<file path="src/ctdc_pkg.sv">
// Shared types, constants and decode helpers for the color text display controller.
// Used by every module under src; depends on nothing else.
`default_nettype none

package ctdc_pkg;

   localparam int unsigned CHAR_RAM_BYTES_DEF = 4096;
   localparam int unsigned TEXT_COLS_DEF      = 80;
   localparam int unsigned TEXT_ROWS_DEF      = 25;
   localparam int unsigned COLOR_ENTRIES_DEF  = 16;

   localparam logic [23:0] FRAME_PERIOD_RST = 24'd133333;

   localparam logic [15:0] ALPHA_BASE    = 16'h2000;
   localparam logic [15:0] MIRROR_MASK   = 16'h7FFF;
   localparam logic [15:0] CMAP_SEL_MASK = 16'h7C00;
   localparam logic [15:0] CMAP_SEL_VAL  = 16'h7800;
   localparam logic [15:0] ADDR_VBLANK   = 16'hFFFC;
   localparam logic [15:0] ADDR_ID       = 16'hFFFE;
   localparam logic [14:0] WRAP_SPAN     = 15'h0800;
   localparam logic [7:0]  ID_HI         = 8'h0A;
   localparam logic [7:0]  ID_LO         = 8'h30;
   localparam logic [1:0]  SIZE_WORD     = 2'd2;

   localparam logic [7:0] BLINK_MASK_ON   = 8'h00;
   localparam logic [7:0] BLINK_MASK_OFF  = 8'hFF;
   localparam logic [7:0] BLINK_MASK_FAST = 8'h20;
   localparam logic [7:0] BLINK_MASK_SLOW = 8'h10;

   // width of a cursor offset relative to the display start
   localparam int unsigned REL_W = 14;

   typedef enum logic [1:0] {
      FUNC_READ  = 2'd0,
      FUNC_WRITE = 2'd1,
      FUNC_TICK  = 2'd2,
      FUNC_NOP   = 2'd3
   } func_type;

   typedef enum logic [4:0] {
      CRTC_CURSOR_START = 5'd10,
      CRTC_CURSOR_END   = 5'd11,
      CRTC_START_HI     = 5'd12,
      CRTC_START_LO     = 5'd13,
      CRTC_CURSOR_HI    = 5'd14,
      CRTC_CURSOR_LO    = 5'd15
   } crtc_reg_type;

   typedef enum logic [1:0] {
      BLINK_ON   = 2'd0,
      BLINK_OFF  = 2'd1,
      BLINK_FAST = 2'd2,
      BLINK_SLOW = 2'd3
   } blink_mode_type;

   typedef struct packed {
      logic [1:0]  func;
      logic [15:0] addr;
      logic [1:0]  size;
      logic [15:0] wdata;
      logic [15:0] elapsed_cycles;
   } req_type;

   typedef struct packed {
      logic [15:0] rdata;
      logic        frame_done;
      logic        cursor_shown;
      logic [6:0]  cursor_row;
      logic [6:0]  cursor_col;
      logic [4:0]  cursor_top_line;
      logic [5:0]  cursor_lines;
   } rsp_type;

   typedef struct packed {
      logic [15:0]      rdata;
      logic             frame_done;
      logic             shown;
      logic [REL_W-1:0] rel;
      logic [4:0]       top;
      logic [5:0]       lines;
   } pre_rsp_type;

   typedef struct packed {
      logic [15:0]      rdata;
      logic             frame_done;
      logic             shown;
      logic [REL_W-1:0] rel;
      logic [REL_W-1:0] quot;
      logic [4:0]       top;
      logic [5:0]       lines;
   } quot_rsp_type;

   // True when the access lands in the character RAM window.
   function automatic logic alpha_hit(input logic [15:0] addr, input logic [1:0] size,
                                      input logic [15:0] nbytes);
      logic [17:0] m;
      logic [17:0] last;
      logic        special;
      m       = {2'b00, addr & MIRROR_MASK};
      last    = {2'b00, ALPHA_BASE} + {1'b0, nbytes, 1'b0}
                - ((size == SIZE_WORD) ? 18'd2 : 18'd1);
      special = (addr[15:2] == ADDR_VBLANK[15:2]);
      return !special && (m >= {2'b00, ALPHA_BASE}) && (m <= last);
   endfunction

   // Byte offset into the character RAM, folded back once past the end.
   function automatic logic [15:0] alpha_off(input logic [15:0] addr,
                                             input logic [15:0] nbytes);
      logic [15:0] rel;
      rel = (addr & MIRROR_MASK) - ALPHA_BASE;
      return (rel >= nbytes) ? (rel - nbytes) : rel;
   endfunction

endpackage

`default_nettype wire

</file>
<file path="src/ctdc_cursor_div.sv">
// Output pipeline: splits the cursor offset into row and column with a reciprocal
// multiply, then holds the result beat. Depends on ctdc_pkg.
`default_nettype none

module ctdc_cursor_div #(
   parameter int unsigned TEXT_COLS = ctdc_pkg::TEXT_COLS_DEF
) (
   input  wire logic                  clock,
   input  wire logic                  reset,
   input  wire logic                  pre_valid,
   output logic                       pre_ready,
   input  wire ctdc_pkg::pre_rsp_type pre,
   output logic                       rsp_valid,
   input  wire logic                  rsp_ready,
   output ctdc_pkg::rsp_type          rsp_data
);

   localparam int unsigned REL_W     = ctdc_pkg::REL_W;
   localparam int unsigned DIV_SHIFT = 22;
   localparam int unsigned DIV_RECIP = ((1 << DIV_SHIFT) + TEXT_COLS - 1) / TEXT_COLS;
   localparam int unsigned RECIP_W   = $clog2(DIV_RECIP + 1);
   localparam int unsigned PROD_W    = REL_W + RECIP_W;

   ctdc_pkg::pre_rsp_type  s2_ff;
   ctdc_pkg::quot_rsp_type s3_ff, s3_in;
   ctdc_pkg::rsp_type      rsp_ff, rsp_in;
   logic                   s2_vld_ff, s3_vld_ff, rsp_vld_ff;
   logic                   s2_rdy, s3_rdy, rsp_rdy;

   logic [PROD_W-1:0] prod;
   logic [REL_W-1:0]  cols_k;
   logic [REL_W-1:0]  qcols;
   logic [REL_W-1:0]  col_full;

   assign rsp_rdy   = !rsp_vld_ff || rsp_ready;
   assign s3_rdy    = !s3_vld_ff || rsp_rdy;
   assign s2_rdy    = !s2_vld_ff || s3_rdy;
   assign pre_ready = s2_rdy;

   always_comb begin
      prod              = PROD_W'(s2_ff.rel) * PROD_W'(DIV_RECIP);
      s3_in.rdata       = s2_ff.rdata;
      s3_in.frame_done  = s2_ff.frame_done;
      s3_in.shown       = s2_ff.shown;
      s3_in.rel         = s2_ff.rel;
      s3_in.quot        = REL_W'(prod >> DIV_SHIFT);
      s3_in.top         = s2_ff.top;
      s3_in.lines       = s2_ff.lines;

      cols_k   = REL_W'(TEXT_COLS);
      qcols    = s3_ff.quot * cols_k;
      col_full = s3_ff.rel - qcols;

      rsp_in.rdata           = s3_ff.rdata;
      rsp_in.frame_done      = s3_ff.frame_done;
      rsp_in.cursor_shown    = s3_ff.shown;
      rsp_in.cursor_row      = s3_ff.shown ? s3_ff.quot[6:0] : 7'd0;
      rsp_in.cursor_col      = s3_ff.shown ? col_full[6:0] : 7'd0;
      rsp_in.cursor_top_line = s3_ff.shown ? s3_ff.top : 5'd0;
      rsp_in.cursor_lines    = s3_ff.shown ? s3_ff.lines : 6'd0;
   end

   always_ff @(posedge clock) begin
      if (reset) begin
         s2_vld_ff  <= 1'b0;
         s3_vld_ff  <= 1'b0;
         rsp_vld_ff <= 1'b0;
      end else begin
         if (s2_rdy) begin
            s2_vld_ff <= pre_valid;
         end
         if (s3_rdy) begin
            s3_vld_ff <= s2_vld_ff;
         end
         if (rsp_rdy) begin
            rsp_vld_ff <= s3_vld_ff;
         end
      end
   end

   // payload advances only with a live beat
   always_ff @(posedge clock) begin
      if (pre_valid && s2_rdy) begin
         s2_ff <= pre;
      end
      if (s2_vld_ff && s3_rdy) begin
         s3_ff <= s3_in;
      end
      if (s3_vld_ff && rsp_rdy) begin
         rsp_ff <= rsp_in;
      end
   end

   assign rsp_valid = rsp_vld_ff;
   assign rsp_data  = rsp_ff;

endmodule

`default_nettype wire

</file>
<file path="config.mk">
export PLATFORM = sky130hd
export DESIGN_NAME = ctdc_cursor_div
export DESIGN_NICKNAME = d
export VERILOG_FILES = /design/src/ctdc_pkg.sv /design/src/ctdc_cursor_div.sv
export SDC_FILE = /design/constraint.sdc
export NUM_CORES = 1
export LEC_CHECK = 0
export BUFFER_PORTS_ARGS = -buffer_cell sky130_fd_sc_hd__buf_2
export CORE_ASPECT_RATIO = 0.7
export CORE_MARGIN = 2
export CORE_UTILIZATION = 45
export CTS_CLUSTER_SIZE = 40
export DETAILED_ROUTE_END_ITERATION = 8
export GPL_TIMING_DRIVEN = 0
export PLACE_DENSITY = 0.72
export SLEW_MARGIN = 25
export SYNTH_ARGS = -nofsm -noshare
export SYNTH_HDL_FRONTEND = slang
export SYNTH_SLANG_ARGS = --single-unit
</file>
<file path="constraint.sdc">
create_clock -name clock -period 5.5 [get_ports clock]
set_clock_uncertainty 0.05 [all_clocks]
set_input_delay 0.275 -clock clock [delete_from_list [all_inputs] [get_ports clock]]
set_output_delay 0.275 -clock clock [all_outputs]
set_load 0.01 [all_outputs]
</file>
# After elaboration in Yosys (flattened, before gate mapping)
# Cells that the tools add are included.
# Widths: inputs -> output; s select.
# totals
reg_bits,133
elab_cells,35
output_inout_bits,45
# op_classes
n_reduce_logical,9
add_sub_neg,1
n_mul,2
# op_table
operator,count
$mul 14x16->30 const B,1
$mul 8x3->3 const B,1
$sub 7x7->7,1
$logic_and 1x1->1,3
$logic_not 1->1,3
$logic_or 1x1->1,3

# Longest topological paths before layout
# depth
ltp_word,5
depth_mapped,19

# Worst setup path after synthesis
# No wires, ideal clock.
# synth_timing
path_type,register to register
startpoint,register s2_ff[23] (netlist bit)
endpoint,"register s3_ff[17] (netlist bit), data pin"
setup_ps,266
t_required_ps,5184
arrival_time_ps,4718
path_slack_ps,466
stages_incl_launch_ff,18
n_path_buf,0
cell_sequence,edfxtp_1 > inv_1 > ha_1 > fa_1 > fa_1 > fa_1 > inv_1 > fa_1 > inv_1 > fa_1 > inv_1 > ha_1 > nand4_4 > nor3_2 > o211ai_1 > and3b_4 > a21oi_2 > o211ai_1
# synth_via
elab_chain_cells,1
# synth_lines
element,line_no,text
start: declaration,ctdc_cursor_div.sv:24,ctdc_pkg::pre_rsp_type s2_ff;
start signal: assignment,ctdc_cursor_div.sv:84,s2_ff <= pre;
$mul 14x16->30,ctdc_cursor_div.sv:41,prod = PROD_W'(s2_ff.rel) * PROD_W'(DIV_RECIP);
net prod[28],ctdc_cursor_div.sv:30,logic [PROD_W-1:0] prod;
end signal: assignment,ctdc_cursor_div.sv:87,s3_ff <= s3_in;
end: declaration,ctdc_cursor_div.sv:25,"ctdc_pkg::quot_rsp_type s3_ff, s3_in;"
# The timed path passes the listed nets, and every way through them passes these cells.
# A chain may end at the register's enable or synchronous reset.

# Worst setup path after layout
# layout_timing
startpoint,register s2_ff[23] (netlist bit)
endpoint,"register s3_ff[14] (netlist bit), data pin"
# The elaborated chain is that of the path after synthesis.

==> impl_metrics.toml <==
[outcome]
outcome = "finished clean"

[detailed_routing]
vias_per_std_cell = 4.90
via_count = 4607
final_ant_viol_nets = 0
routedWlPerCell_um = 16.3
detailed_router_iteration_count_before_antenna_repair = 4
drt-total-wl_mm = 15.3
detail_route.iter0.violations = 247
route.detailed.drc = 0

[worst_setup_path]
critPathKind = "reg -> reg"
reg2reg_from = "s2_ff[23]"
rr_worst_depth = 16
arrival_ps = 5430
timing.critical_path.to_type = "flop"
critical-path-top-cell-by-count = "sky130_fd_sc_hd__fa_1"
cp_slowest_stage_delay_ps = 530
list_of_cells_traversed_by_the_critical_path = "buf_4 -> ha_1 -> inv_1 -> fa_1 -> fa_1 -> fa_1 -> inv_1 -> fa_1 -> fa_1 -> ha_1 -> a21oi_1 -> o21ai_0 -> a21oi_1 -> o41ai_1 -> a211oi_1 -> xnor2_1"
setup.worst_path.start = "s2_ff[23]"
worst_ep_required_time_ps = 5590
slowest_stage = "sky130_fd_sc_hd__fa_1"
register_to_register_path_setup_slack_ps = 160
timing.rr.end = "s3_ff[14]"
worst-path-max-fanout = 5
timing.critical_path.from_type = "flop"
setup.worst_path.end = "s3_ff[14]"

[clocking]
max-clock-path-buffers = 2
root_buffer_master = "sky130_fd_sc_hd__clkbuf_16"
tritoncts_num_sinks = 132
cts.clk_slew.worst_paths_ps = 60
htreeDepth = 4
cts_tree = "done"
clkLatencyLatePin_ps = 400
tritoncts_buffer_count = 17

[floorplan]
floorplan.core_area_mm2 = 0.0165
dieWidth_um = 160
floorplan.die_area_mm2 = 0.0181
die_height_um = 113
num_rows = 39
boundaryPins = 92
starting_density_of_the_core_pct = 46.5

[global_routing]
grt_antenna_before_repair = 0
global_route.usage.total_pct = 17.7
grt_start_max_net_pins = 29
grt_pass1_wl_mm = 24.7
global_route.overflow_total = 0
via_count_of_the_first_global_routing_pass = 4909

[yosys]
synth-edff-count = 129
asyncSetResetFlopFracSynth_pct = 0
post_synth_num_cell_types = 44
synth.cell_area_mm2 = 0.00767
yosys_warnings = 0
synth_seq_area_share_pct = 51.3
synth_area_per_cell_um2 = 14.1
postSynth.topFlopCell = "sky130_fd_sc_hd__edfxtp_1"
synthesis.instances = 544
synth_fp_nets = 745
synth_seq_cells = 132

[pwr]
netSwitchingFraction_pct = 44.0
ir_drop_worst_case_vdd_mv = 0.448
netSwitchingPower_uw = 2660
internal_power_uw = 3380
share_clk_of_total_power_pct = 17.8
comb_power_share_pct = 61.0
share_seq_of_total_power_pct = 21.2
power.density_cell_area_mw_per_mm2 = 631
static-leakage-power_uw = 0.00422

[final_layout]
design.final.nets = 903
share_of_final_layout_standard_cells_stronger_than_drive_strength_1_pct = 21.8
layout.cells.non_filler = 940
area_growth_pct = 25.0
layout_common_cells = "129 x sky130_fd_sc_hd__edfxtp_1, 99 x sky130_fd_sc_hd__inv_1, 97 x sky130_fd_sc_hd__ha_1"
final_common_cell = "sky130_fd_sc_hd__edfxtp_1"
number_of_inserted_diodes = 0
layout.filler_cells = 1332

[sta]
relative_slew_slack_pct = 49.0
final-setup-viol-count = 0
drv_slew = 0
min_period_ps = 5340
fmax_mhz = 187
hold_slack_ps = 15.6
fin_crit_sh_pct = 97.1
timing.final.hold_violations = 0
pin_slew_with_the_least_headroom_to_its_limit_ps = 763

[place]
post-place-cells = 865
place_hpwl_mm = 11.8
portBuffers = 91
routabilityCongestion = 0.894

[worst_hold_path]
whs_path_depth = 1
hold_startpoint = "pre[33]"
hold_class = "in -> reg"

[flow_run]
maxCapViolCount = 0
worst max-delay path: cells and delay by family, from the launching register on:
family | cells | cell delay [ps]
adder cells (fa/ha/maj) | 7 | 3160
AO/OA/AOI/OAI | 5 | 1010
flip-flops | 1 | 420
buffers and inverters | 3 | 290
XOR/XNOR | 1 | 130
area by class of cell:
cell class                      count  area [um2]  share of cell area (%)
Multi-Input combinational cell    308        3420                    35.7
Timing Repair Buffer              139         983                    10.3
Buffer                              5        21.3                   0.222
Inverter                           99         372                    3.88
Sequential cell                   132        3930                    41.1
Tap cell                          225         282                    2.94
Clock buffer                       19         433                    4.52
Clock inverter                     13         133                    1.38
flip-flops by register name, indices dropped and copies added, names as in the netlist:
signal / count
s3_ff: 25
rsp_valid: 1
s3_vld_ff: 1
s2_ff: 43
rsp_in: 18
s2_vld_ff: 1
rsp_data: 43
per-stage QoR:
step | setup TNS (ps) | power, uW | cell area [um2] | utilization [%] | worst slack (ps)
after floorplan | 0 | 3930 | 7670 | - | 466
after detailed placement | -109 | 4770 | 8560 | 51.9 | -74.5
after CTS | 0 | 5890 | 9460 | 57.4 | 4.28
final | 0 | 6040 | 9580 | 58.1 | 159
after global placement | -35.2 | 4690 | 8400 | 51.0 | -35.2
after global routing | -18.0 | 6590 | 9580 | 58.1 | -18.0
how the worst min path moves through the flow:
stage                        end
floorplan              s2_vld_ff
global placement    rsp_data[37]
detailed placement  rsp_data[35]
CTS                     s2_ff[7]
global route           s2_ff[33]
finish                 s2_ff[33]
kinds of logic (layout without fill, tap and decap cells):
kind of cell,count (synthesis),in the layout,synth area share (%)
flip-flops,132,132,51.3
adder cells (fa/ha/maj),154,154,30.5
AND/OR/NAND/NOR,79,79,5.92
buffers and inverters,104,275,5.12
XOR/XNOR,14,14,1.60
AO/OA/AOI/OAI,61,61,5.53
power groups by stage:
| stage | clock network, uW | registers [uW] | logic (uW) |
|---|---|---|---|
| 2_1_floorplan | 0 | 1300 | 2640 |
| 3_3_place_gp | 0 | 1300 | 3380 |
| 3_5_place_dp | 0 | 1300 | 3460 |
| 4_1_cts | 1090 | 1280 | 3520 |
| 5_1_grt | 1140 | 1290 | 4170 |
| 6_report | 1070 | 1280 | 3690 |
synthesized netlist by cell type (2+ instances only):
library cell	number	area (um2)
sky130_fd_sc_hd__a21boi_0	2	15.0
sky130_fd_sc_hd__a21o_1	4	30.0
sky130_fd_sc_hd__a21oi_1	17	85.1
sky130_fd_sc_hd__a31oi_1	5	31.3
sky130_fd_sc_hd__and2_1	25	156
sky130_fd_sc_hd__buf_2	2	10.0
sky130_fd_sc_hd__clkbuf_1	3	11.3
sky130_fd_sc_hd__dfxtp_1	3	60.1
sky130_fd_sc_hd__edfxtp_1	129	3870
sky130_fd_sc_hd__fa_1	55	1100
sky130_fd_sc_hd__ha_1	99	1240
sky130_fd_sc_hd__inv_1	99	372
sky130_fd_sc_hd__nand2_1	11	41.3
sky130_fd_sc_hd__nand2b_1	2	12.5
sky130_fd_sc_hd__nand3_1	6	30.0
sky130_fd_sc_hd__nand4_1	2	12.5
sky130_fd_sc_hd__nor2_1	15	56.3
sky130_fd_sc_hd__nor2b_1	5	31.3
sky130_fd_sc_hd__nor3_1	3	15.0
sky130_fd_sc_hd__nor3_2	3	30.0
sky130_fd_sc_hd__o211ai_1	4	30.0
sky130_fd_sc_hd__o21a_1	2	15.0
sky130_fd_sc_hd__o21ai_0	14	70.1
sky130_fd_sc_hd__o22ai_1	2	12.5
sky130_fd_sc_hd__xnor2_1	11	96.3
sky130_fd_sc_hd__xor2_1	3	26.3
routing by layer:
metal / share of wire [%] / vias to the layer above / global-route usage, %
met4: 0.91 / 0 / 3.96
met5: 0 / - / 0
met2: 46 / 107 / 27.7
met3: 4.2 / 9 / 4.22
li1: - / 2214 / -
met1: 48 / 2277 / 25.4
timing repair:
action,CTS,global route
gates resized for setup,0,10
buffers inserted,1,7
hold buffers,33,2
pin swaps,0,3
setup endpoints to repair,2,6
hold endpoints to repair,33,2
Note: power is estimated with default switching activity, not from simulation.
