## src/ctdc_pkg.sv

```systemverilog
// Shared types, constants and decode helpers for the color text display controller.
// Used by every module under src; depends on nothing else.
`default_nettype none

package ctdc_pkg;

   localparam int unsigned CHAR_RAM_BYTES_DEF = 4096;
   localparam int unsigned TEXT_COLS_DEF      = 80;
   localparam int unsigned TEXT_ROWS_DEF      = 25;
   localparam int unsigned COLOR_ENTRIES_DEF  = 16;

   localparam logic [23:0] FRAME_PERIOD_RST = 24'd133333;

   localparam logic [15:0] ALPHA_BASE    = 16'h2000;
   localparam logic [15:0] MIRROR_MASK   = 16'h7FFF;
   localparam logic [15:0] CMAP_SEL_MASK = 16'h7C00;
   localparam logic [15:0] CMAP_SEL_VAL  = 16'h7800;
   localparam logic [15:0] ADDR_VBLANK   = 16'hFFFC;
   localparam logic [15:0] ADDR_ID       = 16'hFFFE;
   localparam logic [14:0] WRAP_SPAN     = 15'h0800;
   localparam logic [7:0]  ID_HI         = 8'h0A;
   localparam logic [7:0]  ID_LO         = 8'h30;
   localparam logic [1:0]  SIZE_WORD     = 2'd2;

   localparam logic [7:0] BLINK_MASK_ON   = 8'h00;
   localparam logic [7:0] BLINK_MASK_OFF  = 8'hFF;
   localparam logic [7:0] BLINK_MASK_FAST = 8'h20;
   localparam logic [7:0] BLINK_MASK_SLOW = 8'h10;

   // width of a cursor offset relative to the display start
   localparam int unsigned REL_W = 14;

   typedef enum logic [1:0] {
      FUNC_READ  = 2'd0,
      FUNC_WRITE = 2'd1,
      FUNC_TICK  = 2'd2,
      FUNC_NOP   = 2'd3
   } func_type;

   typedef enum logic [4:0] {
      CRTC_CURSOR_START = 5'd10,
      CRTC_CURSOR_END   = 5'd11,
      CRTC_START_HI     = 5'd12,
      CRTC_START_LO     = 5'd13,
      CRTC_CURSOR_HI    = 5'd14,
      CRTC_CURSOR_LO    = 5'd15
   } crtc_reg_type;

   typedef enum logic [1:0] {
      BLINK_ON   = 2'd0,
      BLINK_OFF  = 2'd1,
      BLINK_FAST = 2'd2,
      BLINK_SLOW = 2'd3
   } blink_mode_type;

   typedef struct packed {
      logic [1:0]  func;
      logic [15:0] addr;
      logic [1:0]  size;
      logic [15:0] wdata;
      logic [15:0] elapsed_cycles;
   } req_type;

   typedef struct packed {
      logic [15:0] rdata;
      logic        frame_done;
      logic        cursor_shown;
      logic [6:0]  cursor_row;
      logic [6:0]  cursor_col;
      logic [4:0]  cursor_top_line;
      logic [5:0]  cursor_lines;
   } rsp_type;

   typedef struct packed {
      logic [15:0]      rdata;
      logic             frame_done;
      logic             shown;
      logic [REL_W-1:0] rel;
      logic [4:0]       top;
      logic [5:0]       lines;
   } pre_rsp_type;

   typedef struct packed {
      logic [15:0]      rdata;
      logic             frame_done;
      logic             shown;
      logic [REL_W-1:0] rel;
      logic [REL_W-1:0] quot;
      logic [4:0]       top;
      logic [5:0]       lines;
   } quot_rsp_type;

   // True when the access lands in the character RAM window.
   function automatic logic alpha_hit(input logic [15:0] addr, input logic [1:0] size,
                                      input logic [15:0] nbytes);
      logic [17:0] m;
      logic [17:0] last;
      logic        special;
      m       = {2'b00, addr & MIRROR_MASK};
      last    = {2'b00, ALPHA_BASE} + {1'b0, nbytes, 1'b0}
                - ((size == SIZE_WORD) ? 18'd2 : 18'd1);
      special = (addr[15:2] == ADDR_VBLANK[15:2]);
      return !special && (m >= {2'b00, ALPHA_BASE}) && (m <= last);
   endfunction

   // Byte offset into the character RAM, folded back once past the end.
   function automatic logic [15:0] alpha_off(input logic [15:0] addr,
                                             input logic [15:0] nbytes);
      logic [15:0] rel;
      rel = (addr & MIRROR_MASK) - ALPHA_BASE;
      return (rel >= nbytes) ? (rel - nbytes) : rel;
   endfunction

endpackage

`default_nettype wire

```

## src/ctdc_core.sv

```systemverilog
// Register file and frame timing: decodes one beat against the CRTC, color map,
// status and ID areas, updates state and forms the early result. Depends on ctdc_pkg.
`default_nettype none

module ctdc_core #(
   parameter int unsigned CHAR_RAM_BYTES = ctdc_pkg::CHAR_RAM_BYTES_DEF,
   parameter int unsigned TEXT_COLS      = ctdc_pkg::TEXT_COLS_DEF,
   parameter int unsigned TEXT_ROWS      = ctdc_pkg::TEXT_ROWS_DEF,
   parameter int unsigned COLOR_ENTRIES  = ctdc_pkg::COLOR_ENTRIES_DEF
) (
   input  wire logic                  clock,
   input  wire logic                  reset,
   input  wire logic                  fire,
   input  wire ctdc_pkg::req_type     item,
   input  wire logic [7:0]            ev_q,
   input  wire logic [7:0]            od_q,
   input  wire logic [23:0]           frame_period,
   output ctdc_pkg::pre_rsp_type      pre
);

   // only addr[4:1] selects a color entry
   localparam int unsigned CMAP_DEPTH = (COLOR_ENTRIES < 16) ? COLOR_ENTRIES : 16;
   localparam int unsigned CMAP_AW    = (CMAP_DEPTH > 1) ? $clog2(CMAP_DEPTH) : 1;
   localparam logic [13:0] SCREEN_CELLS = 14'(TEXT_COLS * TEXT_ROWS);
   localparam logic [15:0] RAM_BYTES    = 16'(CHAR_RAM_BYTES);

   logic [7:0]  crtc_regs_ff [32];
   logic [4:0]  crtc_index_ff;
   logic [11:0] color_map_ff [CMAP_DEPTH];
   logic [13:0] screen_start_ff, screen_start_in;
   logic [13:0] screen_end_ff, screen_end_in;
   logic [13:0] cursor_pending_ff, cursor_pending_in;
   logic [4:0]  cursor_top_ff, cursor_top_in;
   logic [5:0]  cursor_bottom_ff, cursor_bottom_in;
   logic [5:0]  cursor_height_ff, cursor_height_in;
   logic [7:0]  blink_mask_ff, blink_mask_in;
   logic [5:0]  frame_count_ff, frame_count_in;
   logic [31:0] cycle_accum_ff, cycle_accum_in;

   logic [15:0]        m;
   logic               word;
   logic               is_read, is_write, is_tick;
   logic               is_vbl, is_id, hit_alpha, hit_cmap, hit_index, hit_data;
   logic [3:0]         cmap_sel;
   logic               cmap_ok;
   logic [CMAP_AW-1:0] cmap_idx;
   logic [15:0]        off_full;
   logic [7:0]         ram_hi, ram_lo;
   logic               vblank;
   logic [15:0]        rdata;
   logic               wr_ok, index_we, reg_we, cmap_we;
   logic [7:0]         v;
   logic [7:0]         start_hi, start_lo, pend_hi, pend_lo;
   logic               shape_upd;
   logic [6:0]         h7;
   logic [31:0]        sum;
   logic [32:0]        diff;
   logic               frame;
   logic [5:0]         fc_next;
   logic               blink_ok, shape_ok, in_win;
   logic [14:0]        p;
   logic [13:0]        rel;

   always_comb begin
      m         = item.addr & ctdc_pkg::MIRROR_MASK;
      word      = (item.size == ctdc_pkg::SIZE_WORD);
      is_read   = (item.func == ctdc_pkg::FUNC_READ);
      is_write  = (item.func == ctdc_pkg::FUNC_WRITE);
      is_tick   = (item.func == ctdc_pkg::FUNC_TICK);
      is_vbl    = (item.addr[15:1] == ctdc_pkg::ADDR_VBLANK[15:1]);
      is_id     = (item.addr[15:1] == ctdc_pkg::ADDR_ID[15:1]);
      hit_alpha = ctdc_pkg::alpha_hit(item.addr, item.size, RAM_BYTES);
      hit_cmap  = ((m & ctdc_pkg::CMAP_SEL_MASK) == ctdc_pkg::CMAP_SEL_VAL);
      hit_index = (m[15:1] == 15'd0);
      hit_data  = (m[15:1] == 15'd1);
      cmap_sel  = item.addr[4:1];
      cmap_ok   = word && (5'(cmap_sel) < 5'(CMAP_DEPTH));
      cmap_idx  = cmap_sel[CMAP_AW-1:0];

      off_full  = ctdc_pkg::alpha_off(item.addr, RAM_BYTES);
      ram_hi    = off_full[0] ? od_q : ev_q;
      ram_lo    = off_full[0] ? ev_q : od_q;
      vblank    = (cycle_accum_ff >= {16'd0, frame_period[23:8]});

      rdata = '0;
      if (is_vbl) begin
         rdata = {15'd0, vblank};
      end else if (is_id) begin
         if (word) begin
            rdata = {ctdc_pkg::ID_HI, ctdc_pkg::ID_LO};
         end else if (item.addr[0]) begin
            rdata = {8'd0, ctdc_pkg::ID_LO};
         end else begin
            rdata = {8'd0, ctdc_pkg::ID_HI};
         end
      end else if (hit_alpha) begin
         rdata = word ? {ram_hi, ram_lo} : {8'd0, ram_hi};
      end else if (hit_cmap) begin
         if (cmap_ok) begin
            rdata = {4'd0, color_map_ff[cmap_idx]};
         end
      end else if (hit_data) begin
         rdata = {8'd0, crtc_regs_ff[crtc_index_ff]};
      end

      wr_ok    = is_write && !is_vbl && !is_id && !hit_alpha;
      index_we = fire && wr_ok && hit_index;
      reg_we   = fire && wr_ok && hit_data;
      cmap_we  = fire && wr_ok && hit_cmap && cmap_ok;

      // CRTC data beat
      v        = item.wdata[7:0];
      start_hi = (crtc_index_ff == ctdc_pkg::CRTC_START_HI) ? v
                 : crtc_regs_ff[ctdc_pkg::CRTC_START_HI];
      start_lo = (crtc_index_ff == ctdc_pkg::CRTC_START_LO) ? v
                 : crtc_regs_ff[ctdc_pkg::CRTC_START_LO];
      pend_hi  = (crtc_index_ff == ctdc_pkg::CRTC_CURSOR_HI) ? v
                 : crtc_regs_ff[ctdc_pkg::CRTC_CURSOR_HI];
      pend_lo  = (crtc_index_ff == ctdc_pkg::CRTC_CURSOR_LO) ? v
                 : crtc_regs_ff[ctdc_pkg::CRTC_CURSOR_LO];

      screen_start_in   = screen_start_ff;
      screen_end_in     = screen_end_ff;
      cursor_pending_in = cursor_pending_ff;
      cursor_top_in     = cursor_top_ff;
      cursor_bottom_in  = cursor_bottom_ff;
      cursor_height_in  = cursor_height_ff;
      blink_mask_in     = blink_mask_ff;
      shape_upd         = 1'b0;

      if (reg_we) begin
         case (crtc_index_ff)
            ctdc_pkg::CRTC_CURSOR_START: begin
               cursor_top_in = v[4:0];
               shape_upd     = 1'b1;
               case (v[6:5])
                  ctdc_pkg::BLINK_ON:   blink_mask_in = ctdc_pkg::BLINK_MASK_ON;
                  ctdc_pkg::BLINK_OFF:  blink_mask_in = ctdc_pkg::BLINK_MASK_OFF;
                  ctdc_pkg::BLINK_FAST: blink_mask_in = ctdc_pkg::BLINK_MASK_FAST;
                  ctdc_pkg::BLINK_SLOW: blink_mask_in = ctdc_pkg::BLINK_MASK_SLOW;
                  default:              blink_mask_in = ctdc_pkg::BLINK_MASK_ON;
               endcase
            end
            ctdc_pkg::CRTC_CURSOR_END: begin
               cursor_bottom_in = v[5:0];
               shape_upd        = 1'b1;
            end
            ctdc_pkg::CRTC_START_HI, ctdc_pkg::CRTC_START_LO: begin
               screen_start_in = {start_hi[5:0], start_lo};
               screen_end_in   = screen_start_in + SCREEN_CELLS;
            end
            ctdc_pkg::CRTC_CURSOR_HI, ctdc_pkg::CRTC_CURSOR_LO: begin
               cursor_pending_in = {pend_hi[5:0], pend_lo};
            end
            default: begin
            end
         endcase
      end

      // height is bottom - top + 1, saturated to six bits
      h7 = {1'b0, cursor_bottom_in} - {2'b00, cursor_top_in} + 7'd1;
      if (shape_upd && (cursor_bottom_in >= {1'b0, cursor_top_in})) begin
         cursor_height_in = (h7 > 7'd63) ? 6'd63 : h7[5:0];
      end

      // frame timing
      sum   = cycle_accum_ff + {16'd0, item.elapsed_cycles};
      diff  = {1'b0, sum} - {9'd0, frame_period};
      frame = is_tick && !diff[32];
      cycle_accum_in = cycle_accum_ff;
      frame_count_in = frame_count_ff;
      fc_next        = frame_count_ff + 6'd1;
      if (fire && frame) begin
         cycle_accum_in = diff[31:0];
         frame_count_in = fc_next;
      end else if (fire && is_tick) begin
         cycle_accum_in = sum;
      end

      // cursor window, wrapping a cursor below the start by one span
      blink_ok = (blink_mask_ff != ctdc_pkg::BLINK_MASK_OFF)
                 && ((blink_mask_ff[5:0] & fc_next) == 6'd0);
      shape_ok = (cursor_bottom_ff >= {1'b0, cursor_top_ff});
      p        = (cursor_pending_ff < screen_start_ff)
                 ? ({1'b0, cursor_pending_ff} + ctdc_pkg::WRAP_SPAN)
                 : {1'b0, cursor_pending_ff};
      in_win   = (p >= {1'b0, screen_start_ff}) && (p < {1'b0, screen_end_ff});
      rel      = p[13:0] - screen_start_ff;

      pre.rdata      = is_read ? rdata : 16'd0;
      pre.frame_done = frame;
      pre.shown      = frame && blink_ok && shape_ok && in_win;
      pre.rel        = rel;
      pre.top        = cursor_top_ff;
      pre.lines      = cursor_height_ff;
   end

   always_ff @(posedge clock) begin
      if (reset) begin
         for (int i = 0; i < 32; i++) begin
            crtc_regs_ff[i] <= '0;
         end
         for (int j = 0; j < int'(CMAP_DEPTH); j++) begin
            color_map_ff[j] <= '0;
         end
         crtc_index_ff     <= '0;
         screen_start_ff   <= '0;
         screen_end_ff     <= '0;
         cursor_pending_ff <= '0;
         cursor_top_ff     <= '0;
         cursor_bottom_ff  <= '0;
         cursor_height_ff  <= '0;
         blink_mask_ff     <= ctdc_pkg::BLINK_MASK_ON;
         frame_count_ff    <= '0;
         cycle_accum_ff    <= '0;
      end else begin
         if (index_we) begin
            crtc_index_ff <= item.wdata[4:0];
         end
         if (reg_we) begin
            crtc_regs_ff[crtc_index_ff] <= v;
         end
         if (cmap_we) begin
            color_map_ff[cmap_idx] <= item.wdata[11:0];
         end
         screen_start_ff   <= screen_start_in;
         screen_end_ff     <= screen_end_in;
         cursor_pending_ff <= cursor_pending_in;
         cursor_top_ff     <= cursor_top_in;
         cursor_bottom_ff  <= cursor_bottom_in;
         cursor_height_ff  <= cursor_height_in;
         blink_mask_ff     <= blink_mask_in;
         frame_count_ff    <= frame_count_in;
         cycle_accum_ff    <= cycle_accum_in;
      end
   end

endmodule

`default_nettype wire

```

## config.mk

```make
export PLATFORM = sky130hd
export DESIGN_NAME = ctdc_core
export DESIGN_NICKNAME = d
export VERILOG_FILES = /design/src/ctdc_pkg.sv /design/src/ctdc_core.sv
export SDC_FILE = /design/constraint.sdc
export NUM_CORES = 1
export LEC_CHECK = 0
export BUFFER_PORTS_ARGS = -buffer_cell sky130_fd_sc_hd__buf_2
export CAP_MARGIN = 20
export CORE_MARGIN = 4
export CORE_UTILIZATION = 60
export CTS_CLUSTER_SIZE = 8
export DETAILED_ROUTE_END_ITERATION = 10
export PLACE_DENSITY_LB_ADDON = 0.08
export SYNTH_ARGS = -nofsm -noshare
export SYNTH_HDL_FRONTEND = slang
export SYNTH_SLANG_ARGS = --single-unit
```

## constraint.sdc

```tcl
create_clock -name clock -period 11.65 [get_ports clock]
set_clock_uncertainty 0.2 [all_clocks]
set_input_delay 1.7475 -clock clock [delete_from_list [all_inputs] [get_ports clock]]
set_output_delay 1.7475 -clock clock [all_outputs]
set_load 0.005 [all_outputs]
```

* After elaboration in Yosys (flattened, before gate mapping)
Memories as Yosys holds them, arrays and structs flattened. A register that Yosys moved wholly into a read port is not among the register bits.
Cells that the tools add are included.
** Storage, ports and cells
- Register bits after elaboration :: 110
- Bits in writable memories :: 448
- Input port bits :: 95
- Output and inout bits :: 43
- Word-level logic and storage cells :: 134
- Memories kept :: 2
** Memories
- crtc_regs_ff :: depth 32, bits a word 8, rd ports 5, clocked after memory_dff 2, wr ports 32, RTL line ctdc_core.sv:27 : logic [7:0] crtc_regs_ff [32];
- color_map_ff :: depth 16, bits a word 12, rd ports 1, clocked after memory_dff 0, wr ports 16, RTL line ctdc_core.sv:29 : logic [11:0] color_map_ff [CMAP_DEPTH];
** Cells by class
- Add/sub/neg operators :: 11
- Order comparisons :: 10
- Equal/unequal tests :: 18
- Mux-type cells :: 45
- Bitwise gates (word level) :: 1
- Reduce and logical (&&, ||, !) cells :: 37
** Operators by type and width (number)
- 16-bit 2-to-1 mux :: 7
- 32-bit 2-to-1 mux :: 2
- 8-bit 2-to-1 mux :: 6
- 6-bit 2-to-1 mux :: 6
- 32-bit by 24-bit subtractor with 33-bit output :: 1
- 32-bit by 16-bit adder with 32-bit output :: 1
- 32-bit by 16-bit greater-or-equal comparator with 1-bit output :: 1
- 8-bit case mux with 4 select lines :: 1
- 15-bit equality test (second input constant) :: 2
- 5-bit by 4-bit equality test with 1-bit output (second input constant) :: 6
- 5-bit 2-to-1 mux :: 5
- 12-bit 2-to-1 mux :: 2
- 1-bit logical AND :: 19
- 15-bit by 18-bit <= comparator with 1-bit output :: 1
- 16-bit by 13-bit greater-or-equal comparator with 1-bit output (second input constant) :: 1
- 15-bit by 14-bit subtractor with 16-bit output (second input constant) :: 1
- 15-bit by 2-bit subtractor with 16-bit output (first input constant) :: 1
- 14-bit by 12-bit adder with 15-bit output (second input constant) :: 1
- 15-bit by 14-bit greater-or-equal comparator with 1-bit output :: 1
- 15-bit by 14-bit greater-or-equal comparator with 1-bit output (second input constant) :: 1
- 15-bit zero test :: 1
- 15-bit by 14-bit less-than comparator with 1-bit output :: 1
- 15-bit 2-to-1 mux :: 1
- 14-bit by 11-bit adder with 14-bit output (second input constant) :: 1
- 26 further kinds :: 52

* Logic depth before layout (Yosys ltp)
- Depth in word-level cells :: 15
- Depth in mapped cells :: 24
- Mapped depth without buffers :: 24

* Worst setup path after synthesis
Ideal clock, no wire load.
- Path kind :: in2out
- Start point :: input item[0] (netlist name)
- End point :: output pre[25] (netlist name)
- Arrival time :: 5.589 ns
- Required time :: 9.703 ns
- Setup slack :: 4.114 ns
- Cell stages on the path :: 21
- Buffers on the path :: 1
- Cells stage by stage :: ha_1 -> inv_1 -> fa_1 -> nand2b_1 -> a21oi_1 -> o21ai_0 -> nand2b_1 -> a21oi_1 -> a21oi_1 -> nor2_1 -> xnor2_1 -> ha_1 -> o21a_1 -> nor2_1 -> or4_1 -> a211o_1 -> a21oi_2 -> nor3_4 -> buf_2 -> nor3b_1 -> nor4bb_1
** RTL lines
- from (decl) :: RTL line ctdc_core.sv:14 : input wire ctdc_pkg::req_type item,
- to (decl) :: RTL line ctdc_core.sv:18 : output ctdc_pkg::pre_rsp_type pre

==> results_dict.tcl <==
set metrics [dict create \
    grt_use_total 0.276 \
    fin_crit_sh 0.708 \
    drt_iter0_drc 1470 \
    path_cells "buf_2 -> ha_1 -> inv_1 -> fa_1 -> nand2b_1 -> a21oi_1 -> o21ai_1 -> a31o_2 -> nand2_1 -> nand3_1 -> xnor2_1 -> ha_1 -> and3_1 -> a221oi_1 -> o21ai_0 -> nor2_1 -> a21oi_2 -> nor3_4 -> nor3b_1 -> nor4bb_1 -> buf_2" \
    num_rows 82 \
    initial_core_util 0.606 \
    cts_resized 0 \
    synth_commonest_cells "edfxtp_1 (448), and2_1 (398), nor2_1 (226)" \
    p_clk_frac 0.437 \
    async_flop_share 0 \
    wl_met2_mm 34.9 \
    synth_top_area_frac 0.444 \
    ys_seq_elements 554 \
    r2r-end "cycle_accum_ff[29]" \
    htreeDepth 3 \
    layout_min_cycle_time_ns 8.25 \
    yosys-top-cells-area "edfxtp_1 (44%), mux4_2 (10%), and2_1 (8.2%), dfxtp_1 (7.0%), ha_1 (4.5%)" \
    setup_ws_ns 3.40 \
    wl_mm 74.1 \
    cts_sinks 554 \
    setup_tns_ns 0 \
    yosys.area.top_type "edfxtp_1" \
    cp.arrival_ns 6.30 \
    worst-path-buf-inv 3 \
    cap_viol_max_count 0 \
    crit_family "compound AO/OA/AOI/OAI gates" \
    via_per_inst 6.05 \
    setup-violations-final 0 \
    worstRegToRegCells 22 \
    rsz0062_at_grt "false" \
    antenna_found_initial 2 \
    routedWlPerCell_um 22.3 \
    yosysMostFrequentCell "edfxtp_1" \
    synth-edff-count 448 \
    ant_nets 0 \
    top_layer_used "met4" \
    grt_max_degree 73 \
    ys_dominant_reg_cell "edfxtp_1" \
    route.met3.wl_mm 5.47 \
    ios 138 \
    maxSlewViolCount 0 \
    p_per_area_nw_per_um2 143 \
    final_hold_viol_count 0 \
    core_um2 50000 \
    cts_made_buffers 79 \
    required_ns 9.70 \
    combPwrFrac 0.098 \
    cts.clk_slew.worst_paths_ns 0.05 \
    p_seq_frac 0.466 \
    syn2layout_area_growth_pct 11.0 \
    grt_pass1_wl_mm 115 \
    yosysUniqueCellTypes 85 \
    postCtsSetupBuffers 0 \
    root_buffer "clkbuf_16" \
    dr.pass1.iters 5 \
    dp_slack_ns 3.42 \
    worst_path_max_delay_cell "a21oi_2" \
    critPathMaxFanout 6 \
    hold_path.startpoint "screen_end_ff[12]" \
    r2r_slack_ns 5.69 \
    hp-class "flop to flop" \
    vdd_drop_max_mv 0.114 \
    sw_frac_of_total 0.239 \
    die_y_um 233 \
    post-route-drc-count 0 \
    min_to "screen_end_ff[12]" \
    switchingPower_uw 1150 \
    min_path_cells 2 \
    fmax_mhz 121 \
    numPortBuffers 133 \
    dp_cells 3208 \
    synth_warnings 0 \
    p_int_uw 3670 \
    crit_type "primary input to output port" \
    syn_nets 2759 \
    leakage_uw 0.0126 \
    fin_cells 3329 \
    status "complete, no violations" \
    tritoncts "yes" \
    globalplace.congestion 0.958 \
    fp.dieW_um 233 \
    hold_buffers 0 \
    die_area_um2 54100 \
    drive_gt1_frac 0.178 \
    start_kind "primary input" \
    clock_path_buffers 3 \
    max_stage_delay_ns 0.42 \
    syn_inst 2551 \
    syn_area_um2 30300 \
    grt_pass1_vias 20100 \
    r2r-start "cycle_accum_ff[0]" \
    worst_setup_path_end_kind "output port" \
    tightest_slew_ns 1.10 \
    nets 2827 \
    dp_hpwl_mm 50.2 \
    clkLatencyLatePin_ns 0.63 \
    ys_seq_area_frac 0.515 \
    wl_met1_mm 31.7 \
    vias 20200 \
    grt_overflow_total 0 \
    slew_headroom 0.262 \
    final_core_util 0.672 \
    avgSynthCellArea_um2 11.9 \
]
state kept, by name, summed over array words and instances (netlist names), named ones only:
register           flops
color_map_ff         192
screen_end_ff         10
frame_count_ff         6
cycle_accum_ff        32
cursor_pending_ff     14
crtc_index_ff          5
screen_start_ff       14
cursor_height_ff       6
cursor_top_ff          5
cursor_bottom_ff       6
crtc_regs_ff         256
blink_mask_ff          3
per-stage QoR:
step	hold slack (ns)	cell area (um^2)	power [uW]
after floorplan	0.225	30300	2610
after global placement	0.239	31300	2730
after detailed placement	0.245	31300	2750
after CTS	0.252	33500	4850
after global routing	0.283	33600	4980
final	0.246	33600	4820
logic make-up after synthesis:
group,share of synthesized area
AOI/OAI and AO/OA,0.0670
xor gates and xnor gates,0.0219
adders and majority gates,0.0479
buffers and inverters,0.0349
DFF,0.515
muxes,0.130
and+or+nand+nor,0.184
worst reg2reg max path, delay by kind of cell, from the launching register on:
kind	cells	cell delay, ns
AOI/OAI and AO/OA	6	1.85
and+or+nand+nor	9	1.58
adders and majority gates	3	0.94
muxes	2	0.60
DFF	1	0.36
xor gates and xnor gates	1	0.25
buffers and inverters	1	0.06
cell type report:
cell class / instances / area, um^2
fillers: 3711 / 16400
well taps: 672 / 841
diodes: 1 / 2.50
multi-input cells: 1725 / 13600
flip-flops and latches: 554 / 15600
repair buffers: 161 / 908
clock inverters: 6 / 92.6
clock buffers: 112 / 2150
inverters: 98 / 368
how the worst max path moves through the flow:
stage | slack [ns] | to | startpoint | cells after the start
floorplan | 4.11 | pre[25] | item[0] | 21
global placement | 3.46 | pre[25] | item[0] | 22
detailed placement | 3.42 | pre[25] | item[0] | 20
CTS | 3.39 | pre[25] | item[0] | 20
global route | 3.02 | pre[25] | item[0] | 21
finish | 3.40 | pre[25] | item[0] | 21
per-layer routing:
metal	GRT usage	vias to the layer above
met2	0.434	724
met5	0	-
met1	0.394	9907
met4	0.0898	0
li1	-	9407
met3	0.0503	119
cells in the final DEF (no fill, tap or decap), drive strengths merged, types with 8 or more instances in the layout:
| cell type | netlist | routed |
|---|---|---|
| a211oi | 56 | 56 |
| a21o | 37 | 37 |
| a21oi | 79 | 79 |
| and2 | 398 | 398 |
| and3 | 21 | 21 |
| buf | 31 | 161 |
| clkbuf | 143 | 112 |
| dfxtp | 106 | 106 |
| edfxtp | 448 | 448 |
| ha | 108 | 108 |
| inv | 98 | 99 |
| mux2 | 8 | 8 |
| mux2i | 68 | 68 |
| mux4 | 140 | 140 |
| nand2 | 81 | 81 |
| nand2b | 20 | 20 |
| nand3 | 42 | 42 |
| nand3b | 10 | 10 |
| nand4 | 16 | 16 |
| nor2 | 228 | 228 |
| nor2b | 13 | 13 |
| nor3 | 86 | 86 |
| nor4 | 17 | 17 |
| o21a | 14 | 14 |
| o21ai | 54 | 54 |
| or2 | 51 | 51 |
| or3 | 11 | 11 |
| xnor2 | 42 | 42 |
| xor2 | 33 | 33 |
power by group through the flow:
stage | Clock, uW | Combinational [uW] | Sequential, uW
global route | 2220 | 513 | 2250
CTS | 2130 | 469 | 2240
finish | 2100 | 471 | 2240
global placement | 0 | 457 | 2280
floorplan | 0 | 340 | 2270
detailed placement | 0 | 466 | 2280
(Power assumes the default switching activity.)
